`src/bdc_pkg.sv`:
```
// ----------------------------------------------------------------------------
// bdc_pkg
// types, constants and calendar tables shared by the business day counter
// ----------------------------------------------------------------------------
`timescale 1ns / 1ps

package bdc_pkg;

  // field widths
  localparam int unsigned DAY_W       = 5;
  localparam int unsigned MONTH_W     = 4;
  localparam int unsigned YEAR_W      = 14;
  localparam int unsigned COUNT_W     = 22;
  localparam int unsigned WDAY_W      = 3;
  localparam int unsigned MASK_W      = 7;
  localparam int unsigned IN_TDATA_W  = 48;
  localparam int unsigned OUT_TDATA_W = 56;
  localparam int unsigned ADDR_W      = 3;
  localparam int unsigned APB_DATA_W  = 32;

  // register map
  localparam logic REG_WEEKEND_MASK = 1'b0;
  localparam logic [MASK_W-1:0] WEEKEND_MASK_RESET = 7'd96;

  // calendar constants
  localparam logic [YEAR_W-1:0]  YEAR_MAX    = 14'd9999;
  localparam logic [MONTH_W-1:0] MONTH_FEB   = 4'd2;
  localparam logic [MONTH_W-1:0] MONTH_DEC   = 4'd12;
  localparam logic [6:0]         YEARS_CENT  = 7'd100;
  localparam logic [8:0]         YEARS_ERA   = 9'd400;
  localparam logic [8:0]         DAYS_YEAR   = 9'd365;
  localparam logic [17:0]        DAYS_ERA    = 18'd146097;
  localparam logic [2:0]         DAYS_WEEK   = 3'd7;
  localparam logic [1:0]         WDAY_BIAS   = 2'd3;

  // reciprocals for division by constants
  localparam logic [13:0] RECIP_100     = 14'd10486;   // shift 20
  localparam logic [12:0] RECIP_400     = 13'd5243;    // shift 21
  localparam logic [5:0]  RECIP_100_YOE = 6'd41;       // shift 12
  localparam logic [19:0] RECIP_7       = 20'd599186;  // shift 22

  // datapath operations
  typedef enum logic [3:0] {
    OP_NONE = 4'd0,
    OP_LOAD = 4'd1,
    OP_Y100 = 4'd2,
    OP_ERA  = 4'd3,
    OP_YOE  = 4'd4,
    OP_DOE  = 4'd5,
    OP_DNUM = 4'd6,
    OP_MMUL = 4'd7,
    OP_MFIX = 4'd8,
    OP_TOT  = 4'd9,
    OP_BIZ  = 4'd10
  } dp_op_e;

  // which value the shared units work on
  typedef enum logic [1:0] {
    PH_START = 2'd0,
    PH_END   = 2'd1,
    PH_TOTAL = 2'd2
  } phase_e;

  typedef struct packed {
    dp_op_e op;
    phase_e phase;
  } dp_cmd_t;

  // month length, zero for a month code outside the year
  function automatic logic [DAY_W-1:0] month_len(input logic [MONTH_W-1:0] m,
                                                 input logic leap);
    logic [DAY_W-1:0] len;
    case (m)
      4'd1, 4'd3, 4'd5, 4'd7, 4'd8, 4'd10, 4'd12: len = 5'd31;
      4'd4, 4'd6, 4'd9, 4'd11:                    len = 5'd30;
      4'd2:                                       len = leap ? 5'd29 : 5'd28;
      default:                                    len = 5'd0;
    endcase
    return len;
  endfunction

  // days from march 1 to the first of the month
  function automatic logic [8:0] march_offset(input logic [MONTH_W-1:0] m);
    logic [8:0] off;
    case (m)
      4'd3:    off = 9'd0;
      4'd4:    off = 9'd31;
      4'd5:    off = 9'd61;
      4'd6:    off = 9'd92;
      4'd7:    off = 9'd122;
      4'd8:    off = 9'd153;
      4'd9:    off = 9'd184;
      4'd10:   off = 9'd214;
      4'd11:   off = 9'd245;
      4'd12:   off = 9'd275;
      4'd1:    off = 9'd306;
      4'd2:    off = 9'd337;
      default: off = 9'd0;
    endcase
    return off;
  endfunction

endpackage

```
`src/business_day_counter.sv`:
```
// ----------------------------------------------------------------------------
// business_day_counter
// counts all days and working days between two gregorian dates
// ----------------------------------------------------------------------------
// One request carries a start date and an end date; the result gives the
// number of days from the start (included) to the end (excluded), how many of
// those fall outside the weekend mask, the weekday of both dates and an error
// flag for an impossible date, which zeroes the other fields. The time to a
// result does not depend on the date range, only on the final step waiting
// for a free output register; a request is finished before the next is taken:
// both dates run one after the other through the same five-step day-number
// sequence, and one shared two-step mod 7 unit splits each day number and the
// day count. A new request is taken as soon as the sequencer is back in idle,
// even while the previous result waits on the output. The weekend mask
// (bit 0 Sunday .. bit 6 Saturday, reset Friday and Saturday) is written over
// APB at byte address 0 and must only change while the block is idle.
// ----------------------------------------------------------------------------
`timescale 1ns / 1ps

module business_day_counter (
  input  logic                             clk_i,
  input  logic                             rst_ni,
  // start_day, start_month, start_year, end_day, end_month, end_year
  input  logic [bdc_pkg::IN_TDATA_W-1:0]   s_axis_tdata,
  input  logic                             s_axis_tvalid,
  output logic                             s_axis_tready,
  // business_days, total_days, start_weekday, end_weekday, date_error
  output logic [bdc_pkg::OUT_TDATA_W-1:0]  m_axis_tdata,
  output logic                             m_axis_tvalid,
  input  logic                             m_axis_tready,
  input  logic                             psel,
  input  logic                             penable,
  input  logic                             pwrite,
  input  logic [bdc_pkg::ADDR_W-1:0]       paddr,
  input  logic [bdc_pkg::APB_DATA_W-1:0]   pwdata,
  output logic [bdc_pkg::APB_DATA_W-1:0]   prdata,
  output logic                             pready
);

  logic [bdc_pkg::MASK_W-1:0] weekend_mask_q, weekend_mask_d;
  logic                       mask_sel, mask_wr;
  bdc_pkg::dp_cmd_t           cmd;

  // configuration register
  assign pready   = 1'b1;
  assign mask_sel = (paddr[2] == bdc_pkg::REG_WEEKEND_MASK);
  assign mask_wr  = psel && penable && pwrite && pready && mask_sel;
  assign weekend_mask_d = mask_wr ? pwdata[bdc_pkg::MASK_W-1:0] : weekend_mask_q;
  assign prdata   = mask_sel ? {25'd0, weekend_mask_q} : '0;

  always_ff @(posedge clk_i or negedge rst_ni) begin
    if (!rst_ni) begin
      weekend_mask_q <= bdc_pkg::WEEKEND_MASK_RESET;
    end else begin
      weekend_mask_q <= weekend_mask_d;
    end
  end

  // sequencer
  bdc_ctrl u_ctrl (
    .clk_i     (clk_i),
    .rst_ni    (rst_ni),
    .s_valid_i (s_axis_tvalid),
    .s_ready_o (s_axis_tready),
    .m_valid_o (m_axis_tvalid),
    .m_ready_i (m_axis_tready),
    .cmd_o     (cmd)
  );

  // arithmetic
  bdc_datapath u_datapath (
    .clk_i          (clk_i),
    .cmd_i          (cmd),
    .in_data_i      (s_axis_tdata),
    .weekend_mask_i (weekend_mask_q),
    .out_data_o     (m_axis_tdata)
  );

endmodule

```
`src/bdc_ctrl.sv`:
```
// ----------------------------------------------------------------------------
// bdc_ctrl
// sequencer that steps the datapath through both day numbers, the weekday
// and week splits and the final count, and owns the request handshakes
// ----------------------------------------------------------------------------
`timescale 1ns / 1ps

module bdc_ctrl (
  input  logic              clk_i,
  input  logic              rst_ni,
  input  logic              s_valid_i,
  output logic              s_ready_o,
  output logic              m_valid_o,
  input  logic              m_ready_i,
  output bdc_pkg::dp_cmd_t  cmd_o
);

  typedef enum logic [9:0] {
    ST_IDLE = 10'b0000000001,
    ST_Y100 = 10'b0000000010,
    ST_ERA  = 10'b0000000100,
    ST_YOE  = 10'b0000001000,
    ST_DOE  = 10'b0000010000,
    ST_DNUM = 10'b0000100000,
    ST_MMUL = 10'b0001000000,
    ST_MFIX = 10'b0010000000,
    ST_TOT  = 10'b0100000000,
    ST_BIZ  = 10'b1000000000
  } ctrl_state_e;

  ctrl_state_e      state_q, state_d;
  bdc_pkg::phase_e  phase_q, phase_d;
  logic             out_valid_q, out_valid_d;
  logic             slot_free;

  assign slot_free = !out_valid_q || m_ready_i;
  assign s_ready_o = (state_q == ST_IDLE);
  assign m_valid_o = out_valid_q;

  // next state and command decode
  always_comb begin
    state_d     = state_q;
    phase_d     = phase_q;
    out_valid_d = out_valid_q;
    cmd_o.op    = bdc_pkg::OP_NONE;
    cmd_o.phase = phase_q;
    if (out_valid_q && m_ready_i) begin
      out_valid_d = 1'b0;
    end
    unique case (state_q)
      ST_IDLE: begin
        if (s_valid_i) begin
          cmd_o.op = bdc_pkg::OP_LOAD;
          phase_d  = bdc_pkg::PH_START;
          state_d  = ST_Y100;
        end
      end
      ST_Y100: begin
        cmd_o.op = bdc_pkg::OP_Y100;
        state_d  = ST_ERA;
      end
      ST_ERA: begin
        cmd_o.op = bdc_pkg::OP_ERA;
        state_d  = ST_YOE;
      end
      ST_YOE: begin
        cmd_o.op = bdc_pkg::OP_YOE;
        state_d  = ST_DOE;
      end
      ST_DOE: begin
        cmd_o.op = bdc_pkg::OP_DOE;
        state_d  = ST_DNUM;
      end
      ST_DNUM: begin
        cmd_o.op = bdc_pkg::OP_DNUM;
        state_d  = ST_MMUL;
      end
      ST_MMUL: begin
        cmd_o.op = bdc_pkg::OP_MMUL;
        state_d  = ST_MFIX;
      end
      ST_MFIX: begin
        cmd_o.op = bdc_pkg::OP_MFIX;
        unique case (phase_q)
          bdc_pkg::PH_START: begin
            phase_d = bdc_pkg::PH_END;
            state_d = ST_Y100;
          end
          bdc_pkg::PH_END: begin
            state_d = ST_TOT;
          end
          default: begin
            state_d = ST_BIZ;
          end
        endcase
      end
      ST_TOT: begin
        cmd_o.op = bdc_pkg::OP_TOT;
        phase_d  = bdc_pkg::PH_TOTAL;
        state_d  = ST_MMUL;
      end
      ST_BIZ: begin
        // hold the finished item until the output register is free
        if (slot_free) begin
          cmd_o.op    = bdc_pkg::OP_BIZ;
          out_valid_d = 1'b1;
          state_d     = ST_IDLE;
        end
      end
      default: begin
        state_d = ST_IDLE;
      end
    endcase
  end

  // state registers
  always_ff @(posedge clk_i or negedge rst_ni) begin
    if (!rst_ni) begin
      state_q     <= ST_IDLE;
      phase_q     <= bdc_pkg::PH_START;
      out_valid_q <= 1'b0;
    end else begin
      state_q     <= state_d;
      phase_q     <= phase_d;
      out_valid_q <= out_valid_d;
    end
  end

endmodule

```
`src/bdc_datapath.sv`:
```
// ----------------------------------------------------------------------------
// bdc_datapath
// date check, day number arithmetic, shared mod 7 unit, week count and the
// output register of the business day counter
// ----------------------------------------------------------------------------
`timescale 1ns / 1ps

module bdc_datapath (
  input  logic                               clk_i,
  input  bdc_pkg::dp_cmd_t                   cmd_i,
  input  logic [bdc_pkg::IN_TDATA_W-1:0]     in_data_i,
  input  logic [bdc_pkg::MASK_W-1:0]         weekend_mask_i,
  output logic [bdc_pkg::OUT_TDATA_W-1:0]    out_data_o
);

  // captured request
  logic [bdc_pkg::DAY_W-1:0]   sd_q, ed_q;
  logic [bdc_pkg::MONTH_W-1:0] sm_q, em_q;
  logic [bdc_pkg::YEAR_W-1:0]  sy_q, ey_q;

  // working registers
  logic [bdc_pkg::YEAR_W-1:0]  yy_q;
  logic [7:0]                  y100_q;
  logic [5:0]                  era_q;
  logic [8:0]                  yoe_q;
  logic [8:0]                  doy_q;
  logic [17:0]                 doe_q;
  logic [bdc_pkg::COUNT_W-1:0] ns_q, ne_q, total_q, mod_x_q;
  logic [19:0]                 mod_q_q, tq_q;
  logic [bdc_pkg::WDAY_W-1:0]  ws_q, we_q, trem_q;
  logic                        err_q;
  logic [bdc_pkg::OUT_TDATA_W-1:0] out_q;

  // current date
  logic [bdc_pkg::DAY_W-1:0]   cur_d;
  logic [bdc_pkg::MONTH_W-1:0] cur_m;
  logic [bdc_pkg::YEAR_W-1:0]  cur_y;
  logic                        sel_end;

  assign sel_end = (cmd_i.phase == bdc_pkg::PH_END);
  assign cur_d   = sel_end ? ed_q : sd_q;
  assign cur_m   = sel_end ? em_q : sm_q;
  assign cur_y   = sel_end ? ey_q : sy_q;

  // year / 100 and march-based year
  logic [27:0]                y100_prod;
  logic [bdc_pkg::YEAR_W-1:0] yy_d;
  assign y100_prod = cur_y * bdc_pkg::RECIP_100;
  assign yy_d      = (cur_m <= bdc_pkg::MONTH_FEB) ? (cur_y - 14'd1) : cur_y;

  // era and date check
  logic [26:0]                era_prod;
  logic [14:0]                cent_prod;
  logic [bdc_pkg::YEAR_W-1:0] r100;
  logic                       leap, date_ok;
  logic [bdc_pkg::DAY_W-1:0]  mlen;
  assign era_prod  = yy_q * bdc_pkg::RECIP_400;
  assign cent_prod = y100_q * bdc_pkg::YEARS_CENT;
  assign r100      = cur_y - cent_prod[bdc_pkg::YEAR_W-1:0];
  assign leap      = ((cur_y[1:0] == 2'd0) && (r100 != '0)) ||
                     ((r100 == '0) && (y100_q[1:0] == 2'd0));
  assign mlen      = bdc_pkg::month_len(cur_m, leap);
  assign date_ok   = (cur_m >= 4'd1) && (cur_m <= bdc_pkg::MONTH_DEC) &&
                     (cur_y >= 14'd1) && (cur_y <= bdc_pkg::YEAR_MAX) &&
                     (cur_d >= 5'd1) && (cur_d <= mlen);

  // year of era and day of year
  logic [14:0] era_years, yoe_diff;
  assign era_years = era_q * bdc_pkg::YEARS_ERA;
  assign yoe_diff  = {1'b0, yy_q} - era_years;

  // day of era
  logic [14:0] yoe100_prod;
  logic [17:0] yoe_days, doe_d;
  assign yoe100_prod = yoe_q * bdc_pkg::RECIP_100_YOE;
  assign yoe_days    = yoe_q * bdc_pkg::DAYS_YEAR;
  assign doe_d       = yoe_days + 18'(yoe_q[8:2]) - 18'(yoe100_prod[14:12]) + 18'(doy_q);

  // day number
  logic [23:0] dnum_sum;
  assign dnum_sum = (era_q * bdc_pkg::DAYS_ERA) + {6'd0, doe_q};

  // shared mod 7 unit, reciprocal step then one correction
  logic [bdc_pkg::COUNT_W-1:0] mod_src;
  logic [41:0]                 mod_prod;
  logic [22:0]                 mod_back;
  logic [3:0]                  mod_r;
  logic [2:0]                  mod_rem;
  logic [19:0]                 mod_quo;
  always_comb begin
    case (cmd_i.phase)
      bdc_pkg::PH_START: mod_src = ns_q + 22'(bdc_pkg::WDAY_BIAS);
      bdc_pkg::PH_END:   mod_src = ne_q + 22'(bdc_pkg::WDAY_BIAS);
      default:           mod_src = total_q;
    endcase
  end
  assign mod_prod = mod_src * bdc_pkg::RECIP_7;
  assign mod_back = mod_q_q * bdc_pkg::DAYS_WEEK;
  assign mod_r    = mod_x_q[3:0] - mod_back[3:0];
  always_comb begin
    if (mod_r >= 4'(bdc_pkg::DAYS_WEEK)) begin
      mod_rem = 3'(mod_r - 4'(bdc_pkg::DAYS_WEEK));
      mod_quo = mod_q_q + 20'd1;
    end else begin
      mod_rem = mod_r[2:0];
      mod_quo = mod_q_q;
    end
  end

  // business days from whole weeks and the leftover days
  logic [2:0]  work_per_week, rem_work;
  logic [3:0]  wd_sum;
  logic [2:0]  wd_idx;
  logic [22:0] week_days;
  logic [bdc_pkg::COUNT_W-1:0] biz;
  always_comb begin
    work_per_week = 3'd0;
    for (int k = 0; k < bdc_pkg::MASK_W; k++) begin
      work_per_week = work_per_week + 3'(!weekend_mask_i[k]);
    end
    rem_work = 3'd0;
    for (int k = 0; k < bdc_pkg::MASK_W - 1; k++) begin
      wd_sum = 4'(ws_q) + 4'(k);
      if (wd_sum >= 4'(bdc_pkg::DAYS_WEEK)) begin
        wd_sum = wd_sum - 4'(bdc_pkg::DAYS_WEEK);
      end
      wd_idx = wd_sum[2:0];
      if ((3'(k) < trem_q) && !weekend_mask_i[wd_idx]) begin
        rem_work = rem_work + 3'd1;
      end
    end
  end
  assign week_days = tq_q * work_per_week;
  assign biz       = week_days[bdc_pkg::COUNT_W-1:0] + 22'(rem_work);

  // register updates per command
  always_ff @(posedge clk_i) begin
    case (cmd_i.op)
      bdc_pkg::OP_LOAD: begin
        sd_q  <= in_data_i[4:0];
        sm_q  <= in_data_i[8:5];
        sy_q  <= in_data_i[22:9];
        ed_q  <= in_data_i[27:23];
        em_q  <= in_data_i[31:28];
        ey_q  <= in_data_i[45:32];
        err_q <= 1'b0;
      end
      bdc_pkg::OP_Y100: begin
        y100_q <= y100_prod[27:20];
        yy_q   <= yy_d;
      end
      bdc_pkg::OP_ERA: begin
        era_q <= era_prod[26:21];
        err_q <= err_q | !date_ok;
      end
      bdc_pkg::OP_YOE: begin
        yoe_q <= yoe_diff[8:0];
        doy_q <= bdc_pkg::march_offset(cur_m) + 9'(cur_d) - 9'd1;
      end
      bdc_pkg::OP_DOE: begin
        doe_q <= doe_d;
      end
      bdc_pkg::OP_DNUM: begin
        if (sel_end) begin
          ne_q <= dnum_sum[bdc_pkg::COUNT_W-1:0];
        end else begin
          ns_q <= dnum_sum[bdc_pkg::COUNT_W-1:0];
        end
      end
      bdc_pkg::OP_MMUL: begin
        mod_x_q <= mod_src;
        mod_q_q <= mod_prod[41:22];
      end
      bdc_pkg::OP_MFIX: begin
        case (cmd_i.phase)
          bdc_pkg::PH_START: ws_q <= mod_rem;
          bdc_pkg::PH_END:   we_q <= mod_rem;
          default: begin
            tq_q   <= mod_quo;
            trem_q <= mod_rem;
          end
        endcase
      end
      bdc_pkg::OP_TOT: begin
        total_q <= (ns_q < ne_q) ? (ne_q - ns_q) : '0;
      end
      bdc_pkg::OP_BIZ: begin
        // packed result: biz, total, start weekday, end weekday, error
        if (err_q) begin
          out_q <= {5'd0, 1'b1, 50'd0};
        end else begin
          out_q <= {5'd0, 1'b0, we_q, ws_q, total_q, biz};
        end
      end
      default: ;
    endcase
  end

  assign out_data_o = out_q;

endmodule

```
`config.mk`:
```
export PLATFORM = sky130hd
export DESIGN_NAME = business_day_counter
export DESIGN_NICKNAME = d
export VERILOG_FILES = /design/src/bdc_pkg.sv /design/src/business_day_counter.sv /design/src/bdc_ctrl.sv /design/src/bdc_datapath.sv
export SDC_FILE = /design/constraint.sdc
export NUM_CORES = 2
export LEC_CHECK = 0
export BUFFER_PORTS_ARGS = -buffer_cell sky130_fd_sc_hd__buf_2
export CORE_ASPECT_RATIO = 1.25
export CORE_MARGIN = 2
export CORE_UTILIZATION = 51
export DETAILED_ROUTE_END_ITERATION = 16
export PLACE_DENSITY = 0.79
export SKIP_CTS_REPAIR_TIMING = 1
export SYNTH_ARGS = -nofsm -noshare
export SYNTH_HDL_FRONTEND = slang
export SYNTH_SLANG_ARGS = --single-unit
```
`constraint.sdc`:
```
create_clock -name clk_i -period 9.8 [get_ports clk_i]
set_input_delay 0.98 -clock clk_i [delete_from_list [all_inputs] [get_ports clk_i]]
set_output_delay 0.98 -clock clk_i [all_outputs]
set_load 0.05 [all_outputs]
```
## Word-level counts from Yosys, hierarchy flattened

Memory sizes are Yosys's and may differ from the RTL's.
Cells that the tools add are included.

- Add/sub/neg operators: 38
- Multiply operators: 10
- Reduce and logical (&&, ||, !) cells: 52
- Bitwise operators: 4
- Equality and inequality tests: 36
- Muxes and demuxes: 50
- Magnitude comparators: 27

Operator list:

| kind | number |
|---|---|
| 10-bit one-hot mux with 9 select lines | 1 |
| 14-bit by 13-bit multiplier with 27-bit output (second input constant) | 2 |
| 51-bit two-way mux | 1 |
| 22-bit by 2-bit adder with 22-bit output (second input constant) | 2 |
| 22-bit one-hot mux with 2 select lines | 1 |
| 22-bit by 19-bit multiplier with 41-bit output (second input constant) | 1 |
| 4-bit one-hot mux with 10 select lines | 1 |
| 3-bit two-way mux | 12 |
| 4-bit by 3-bit == test with 1-bit output (second input constant) | 8 |
| 4-bit == test (second input constant) | 8 |
| 14-bit two-way mux | 2 |
| 4-bit by 3-bit greater-or-equal comparator with 1-bit output (second input constant) | 6 |
| 3-bit by 4-bit < comparator with 1-bit output (second input constant) | 6 |
| 22-bit by 18-bit adder with 22-bit output | 1 |
| 22-bit by 3-bit adder with 22-bit output | 1 |
| 22-bit < comparator | 1 |
| 20-bit by 3-bit multiplier with 22-bit output | 1 |
| 6-bit by 18-bit multiplier with 22-bit output (second input constant) | 1 |
| 22-bit subtractor | 1 |
| 3-bit subtractor (second input constant) | 7 |
| 20-bit by 1-bit adder with 20-bit output (second input constant) | 1 |
| 20-bit by 3-bit multiplier with 4-bit output (second input constant) | 1 |
| 10-bit two-way mux | 2 |
| 20-bit two-way mux | 1 |
| other kinds (72) | 148 |

- Memory bits (read-only): 144
- Memories kept: 1
- Output and inout bits: 91
- Logic and storage cells: 246
- Register bits: 306

Memories:

| memory | depth | width | read ports | clocked after Yosys merged registers in | wr ports | RTL line | source |
|---|---|---|---|---|---|---|---|
| (name not given) | 16 | 9 | 1 | 0 | 0 | bdc_pkg.sv:85 | `case (m)` |

## Depth between registers and ports, before layout

- Depth in word-level cells: 19
- Depth in mapped cells: 34

## By module

A second synthesis with hierarchy kept.

- Cells, all modules: 3381
- Area, all modules: 35202.5 µm²

By module, submodules not included:

| module | seq. area each (µm²) | cells an instance | area each (µm²) | times used |
|---|---|---|---|---|
| bdc_datapath | 8438.1 | 3249 | 33877.5 | 1 |
| bdc_ctrl | 326.6 | 82 | 780.7 | 1 |
| business_day_counter | 177.7 | 50 | 544.3 | 1 |

## Worst setup path after synthesis

No wires, ideal clock.

- Path kind: register -> register
- Start point: register u_ctrl.phase_q[1]
- End point: register u_datapath.mod_q_q[19] (data pin)
- Stages on the path, launching flop included: 31
- Required time: 9.538 ns
- Path buffers: 4
- Arrival: 7.403 ns
- Slack: 2.135 ns
- Cells stage by stage: dfrtp_1 -> nor2b_1 -> clkbuf_1 -> clkbuf_1 -> buf_1 -> buf_1 -> a21oi_1 -> ha_1 -> nor3_1 -> nand2_1 -> xnor2_1 -> nand2_1 -> a31oi_1 -> ha_1 -> fa_1 -> inv_1 -> fa_1 -> inv_1 -> fa_1 -> inv_1 -> fa_1 -> inv_1 -> ha_1 -> nand4_1 -> o21ai_0 -> o221a_2 -> a221o_1 -> a31oi_1 -> o211ai_1 -> a21oi_1 -> xor2_1

- Cells in the longest elaborated chain, start to end: 3
- Elaborated cells on any way between the ends: 4
- Those cells by class: mul (1); eq/ne (1); mux (1); reduce/logical (1)

RTL lines:

| element | RTL line | source |
|---|---|---|
| from (decl) | bdc_ctrl.sv:32 | `bdc_pkg::phase_e phase_q, phase_d;` |
| from (signal assigned) | bdc_ctrl.sv:120 | `phase_q <= bdc_pkg::PH_START;` |
| from (signal assigned) | bdc_ctrl.sv:124 | `phase_q <= phase_d;` |
| 2-bit by 1-bit == test with 1-bit output or 2-bit logical NOT (tied branches) | bdc_datapath.sv:91 | `case (cmd_i.phase)` |
| 22-bit one-hot mux with 2 select lines * | bdc_datapath.sv:91 |  |
| 22-bit by 19-bit multiplier with 41-bit output * | bdc_datapath.sv:97 | `assign mod_prod = mod_src * bdc_pkg::RECIP_7;` |
| net u_datapath.mod_prod[41] | bdc_datapath.sv:85 | `logic [41:0] mod_prod;` |
| to (signal assigned) | bdc_datapath.sv:172 | `mod_q_q <= mod_prod[41:22];` |
| to (decl) | bdc_datapath.sv:29 | `logic [19:0] mod_q_q, tq_q;` |

Mark *: on every way through the listed nets, which the timed path passes. The rest lies on a longest branch.
A chain may end at the register's enable or synchronous reset.

## Final worst setup path

- Start point: register u_datapath.ws_q[0] (netlist name)
- End point: register u_datapath.out_q, in the netlist u_datapath.out_data_o[18] (data pin)

- Cells in the longest elaborated chain, start to end: 18
- Elaborated cells on any way between the ends: 59
- Those cells by class: add/sub (17); order compare (6); mux (24); reduce/logical (12)

RTL lines:

| element | RTL line | source |
|---|---|---|
| from (decl) | bdc_datapath.sv:30 | `logic [bdc_pkg::WDAY_W-1:0] ws_q, we_q, trem_q;` |
| from (signal assigned) | bdc_datapath.sv:176 | `bdc_pkg::PH_START: ws_q <= mod_rem;` |
| parallel branches: the longest is 16 deep, another holds 3-bit by 1-bit adder with 4-bit output | -- |  |
| 3-bit two-way mux * | bdc_datapath.sv:128 | `if ((3'(k) < trem_q) && !weekend_mask_i[wd_idx]) begin` |
| 22-bit by 3-bit adder with 22-bit output * | bdc_datapath.sv:134 | `assign biz = week_days[bdc_pkg::COUNT_W-1:0] + 22'(rem_work);` |
| to (signal assigned) | bdc_datapath.sv:190 | `out_q <= {5'd0, 1'b1, 50'd0};` |
| to (signal assigned) | bdc_datapath.sv:192 | `out_q <= {5'd0, 1'b0, we_q, ws_q, total_q, biz};` |
| to (decl) | bdc_datapath.sv:32 | `logic [bdc_pkg::OUT_TDATA_W-1:0] out_q;` |

Every way passes the cells marked *. The select of a mux whose other input is x is not followed.

==> metrics.cfg <==
[detailed_routing]
vias_per_cell = 5.34
drt_iter0_markers = 825
vias = 23200
wl_um = 71400
wl_per_cell_um = 16.4
dr.pass1.iters = 7
ant_nets = 0
drcViolationCount = 0

[global_route]
grt_overflow = 0
grt_max_degree = 55
first_global_vias = 24400
antenna_found_initial = 0
grt_usage_pct = 21.1
grt_pass1_wl_um = 118000

[pwr]
totalPowerFinal_mw = 11.4
power_density_nw_per_um2 = 304
p_leak_nw = 18.1
ir_drop_mv = 0.594

[floorplanning]
dieHeight_um = 295
start_util_pct = 51.5
ios = 181
die_area_um2 = 69700
die_w_um = 237
core_area_um2 = 67000
num_rows = 106

[hold_path]
hold_path.class = primary input to asynchronous set/reset pin

[place]
dpl.hpwl_um = 59700
numPortBuffers = 120
post-place-ws_ps = 1510
place_congestion = 0.972
dp.cells = 4277

[sta]
setup_tns_ps = 0
fmax_ghz = 0.119
drv_slew = 0
skew_ps = 25.3
setup_viol = 0
setup_ws_ps = 1400
tightest_slew_ps = 1140
fin_crit_ps = 8400
grt_setup_unrepaired = false
hold_viol_final = 0
slew_headroom_pct = 23.5
fin_crit_sh_pct = 85.7

[clock_network]
clk_latency_ps = 580
h-tree-depth = 2
clk_pin_slew_worst_paths_ps = 60
cts_buffer_depth = 3
root_buffer = clkbuf_16
cts_sinks = 301
cts_tree = built
cts-buffers-inserted = 37

[logic_synthesis]
seq_area_frac_synth_pct = 25.9
syn_inst = 3309
synthFlopType = edfxtp_1
synth-warning-count = 0
synth_cell_type_count = 87
synth_async_sr_flop_share_pct = 6.64
netlist_area_um2 = 34500
syn_avg_cell_area_um2 = 10.4
synth_edf_count = 281
synth-seq-cells = 301

[final_layout]
fin_util_pct = 55.8
antenna_cells = 0
drive_gt1_share_pct = 7.61
nets = 4484
final_cells = 4345
nFillCells = 5568
area_delta_synth_final_pct = 8.28

[setup_path]
cp-start-kind = flip-flop
crit_start = u_datapath.ws_q[0]
arrival_ps = 8710
critPathTopFamily = adder cells
critPathSlowestCell = edfxtp_1
required_ps = 10110
r2r-start = u_datapath.ws_q[0]
crit_type = flip-flop to flip-flop
end_kind = flip-flop
worstPathMaxFanout = 13
cp.buffers_inverters = 6
max_stage_delay_ps = 630

[status]
status = complete, no violations

[flow_run]
max_cap_viol_count = 0

-- synth_stat cells, drive strengths merged, types with 36 or more instances --
| cell | instances | share of area (%) |
|---|---|---|
| fa | 319 | 19 |
| mux2i | 48 | 1.4 |
| nand3 | 36 | 0.54 |
| ha | 623 | 23 |
| o21a | 39 | 0.85 |
| nor3 | 61 | 0.91 |
| xnor2 | 122 | 3.1 |
| nor2 | 174 | 1.9 |
| a21o | 41 | 0.89 |
| xor2 | 56 | 1.4 |
| a21oi | 111 | 1.6 |
| nand2 | 176 | 1.9 |
| buf | 41 | 0.84 |
| edfxtp | 281 | 24 |
| nor2b | 57 | 1.0 |
| inv | 661 | 7.2 |
| o21ai | 90 | 1.3 |
-- worst paths after layout --
kind | endpoint | slack [ps] | depth (start not counted)
setup / recovery | u_datapath.out_data_o[18] | 1400 | 30
hold / removal | weekend_mask_q[4] | 360 | 1
setup reg to reg | u_datapath.out_data_o[18] | 1400 | 30
hold reg to reg | u_datapath.out_data_o[26] | 560 | 1
max in group asynchronous | u_ctrl.state_q[0] | 9030 | 1
min in group clk_i | u_datapath.out_data_o[26] | 560 | 1
-- metal layers --
metal	vias to the layer above	share of wire [%]	global-route usage, %
met2	547	53	40.7
met1	11100	38	22.7
met4	0	5.1	9.82
met5	-	0	0
met3	191	3.9	2.55
li1	11300	-	-
-- cells by family (layout without fill, tap and decap cells) --
group | count (synthesis) | in the layout | synth area share [%]
fa+ha+maj | 942 | 942 | 41.1
other cells | 2 | 31 | 0.0218
mux | 70 | 70 | 2.29
flops | 301 | 301 | 25.9
xor+xnor | 181 | 181 | 4.72
buf+inv | 730 | 873 | 8.34
compound gates | 428 | 428 | 8.26
simple gates | 655 | 655 | 9.34
-- per-stage QoR --
step	hold WS (ps)	area [um^2]
final	364	37300
after global routing	390	37300
after CTS	355	37300
after detailed placement	549	36100
after global placement	546	36100
after floorplan	424	34600
-- cell usage in the layout (no fill, tap or decap), types with 19 or more instances in the layout --
cell type,n
a21oi_1,111
o21ai_0,84
nand2b_1,19
nand2_1,176
nor2_1,172
ha_1,623
nor2b_1,55
xnor2_1,122
a21o_1,41
nand4_1,21
edfxtp_1,281
inv_1,661
clkbuf_16,37
xor2_1,56
and2_1,20
mux2i_1,47
buf_4,24
conb_1,31
buf_2,120
fa_1,319
nor3_1,59
nand3_1,35
o21a_1,39
a211oi_1,27
-- cell type report --
type / instances / area (um^2) / share of cell area [%]
Multi-Input combinational cell: 2307 / 22800 / 61.1
Sequential cell: 301 / 8940 / 23.9
Inverter: 661 / 2480 / 6.64
Tap cell: 864 / 1080 / 2.89
Clock buffer: 44 / 962 / 2.58
Timing Repair Buffer: 144 / 781 / 2.09
Clock inverter: 24 / 277 / 0.740
-- state kept, by name (all words and copies together), names as in the netlist, 7 cells and up --
register and flops:
u_datapath.yy_q 14, u_datapath.sy_q 14, u_datapath.total_q 22, u_datapath.doy_q 9
u_datapath.ns_q 22, u_datapath.yoe_q 9, u_datapath.ey_q 14, u_datapath.out_data_o 51
u_datapath.doe_q 18, u_datapath.y100_q 8, u_datapath.tq_q 20, u_datapath.mod_q_q 20
u_datapath.ne_q 22, u_ctrl.state_q 10, weekend_mask_q 7
-- where the power goes --
part | switching [mW] | internal (mW) | total (mW)
Combinational | 4.64 | 3.51 | 8.16
Clock | 0.579 | 0.798 | 1.38
Sequential | 0.0737 | 1.75 | 1.82
Total | 5.30 | 6.06 | 11.4
Power figures use the tool's default switching activity.
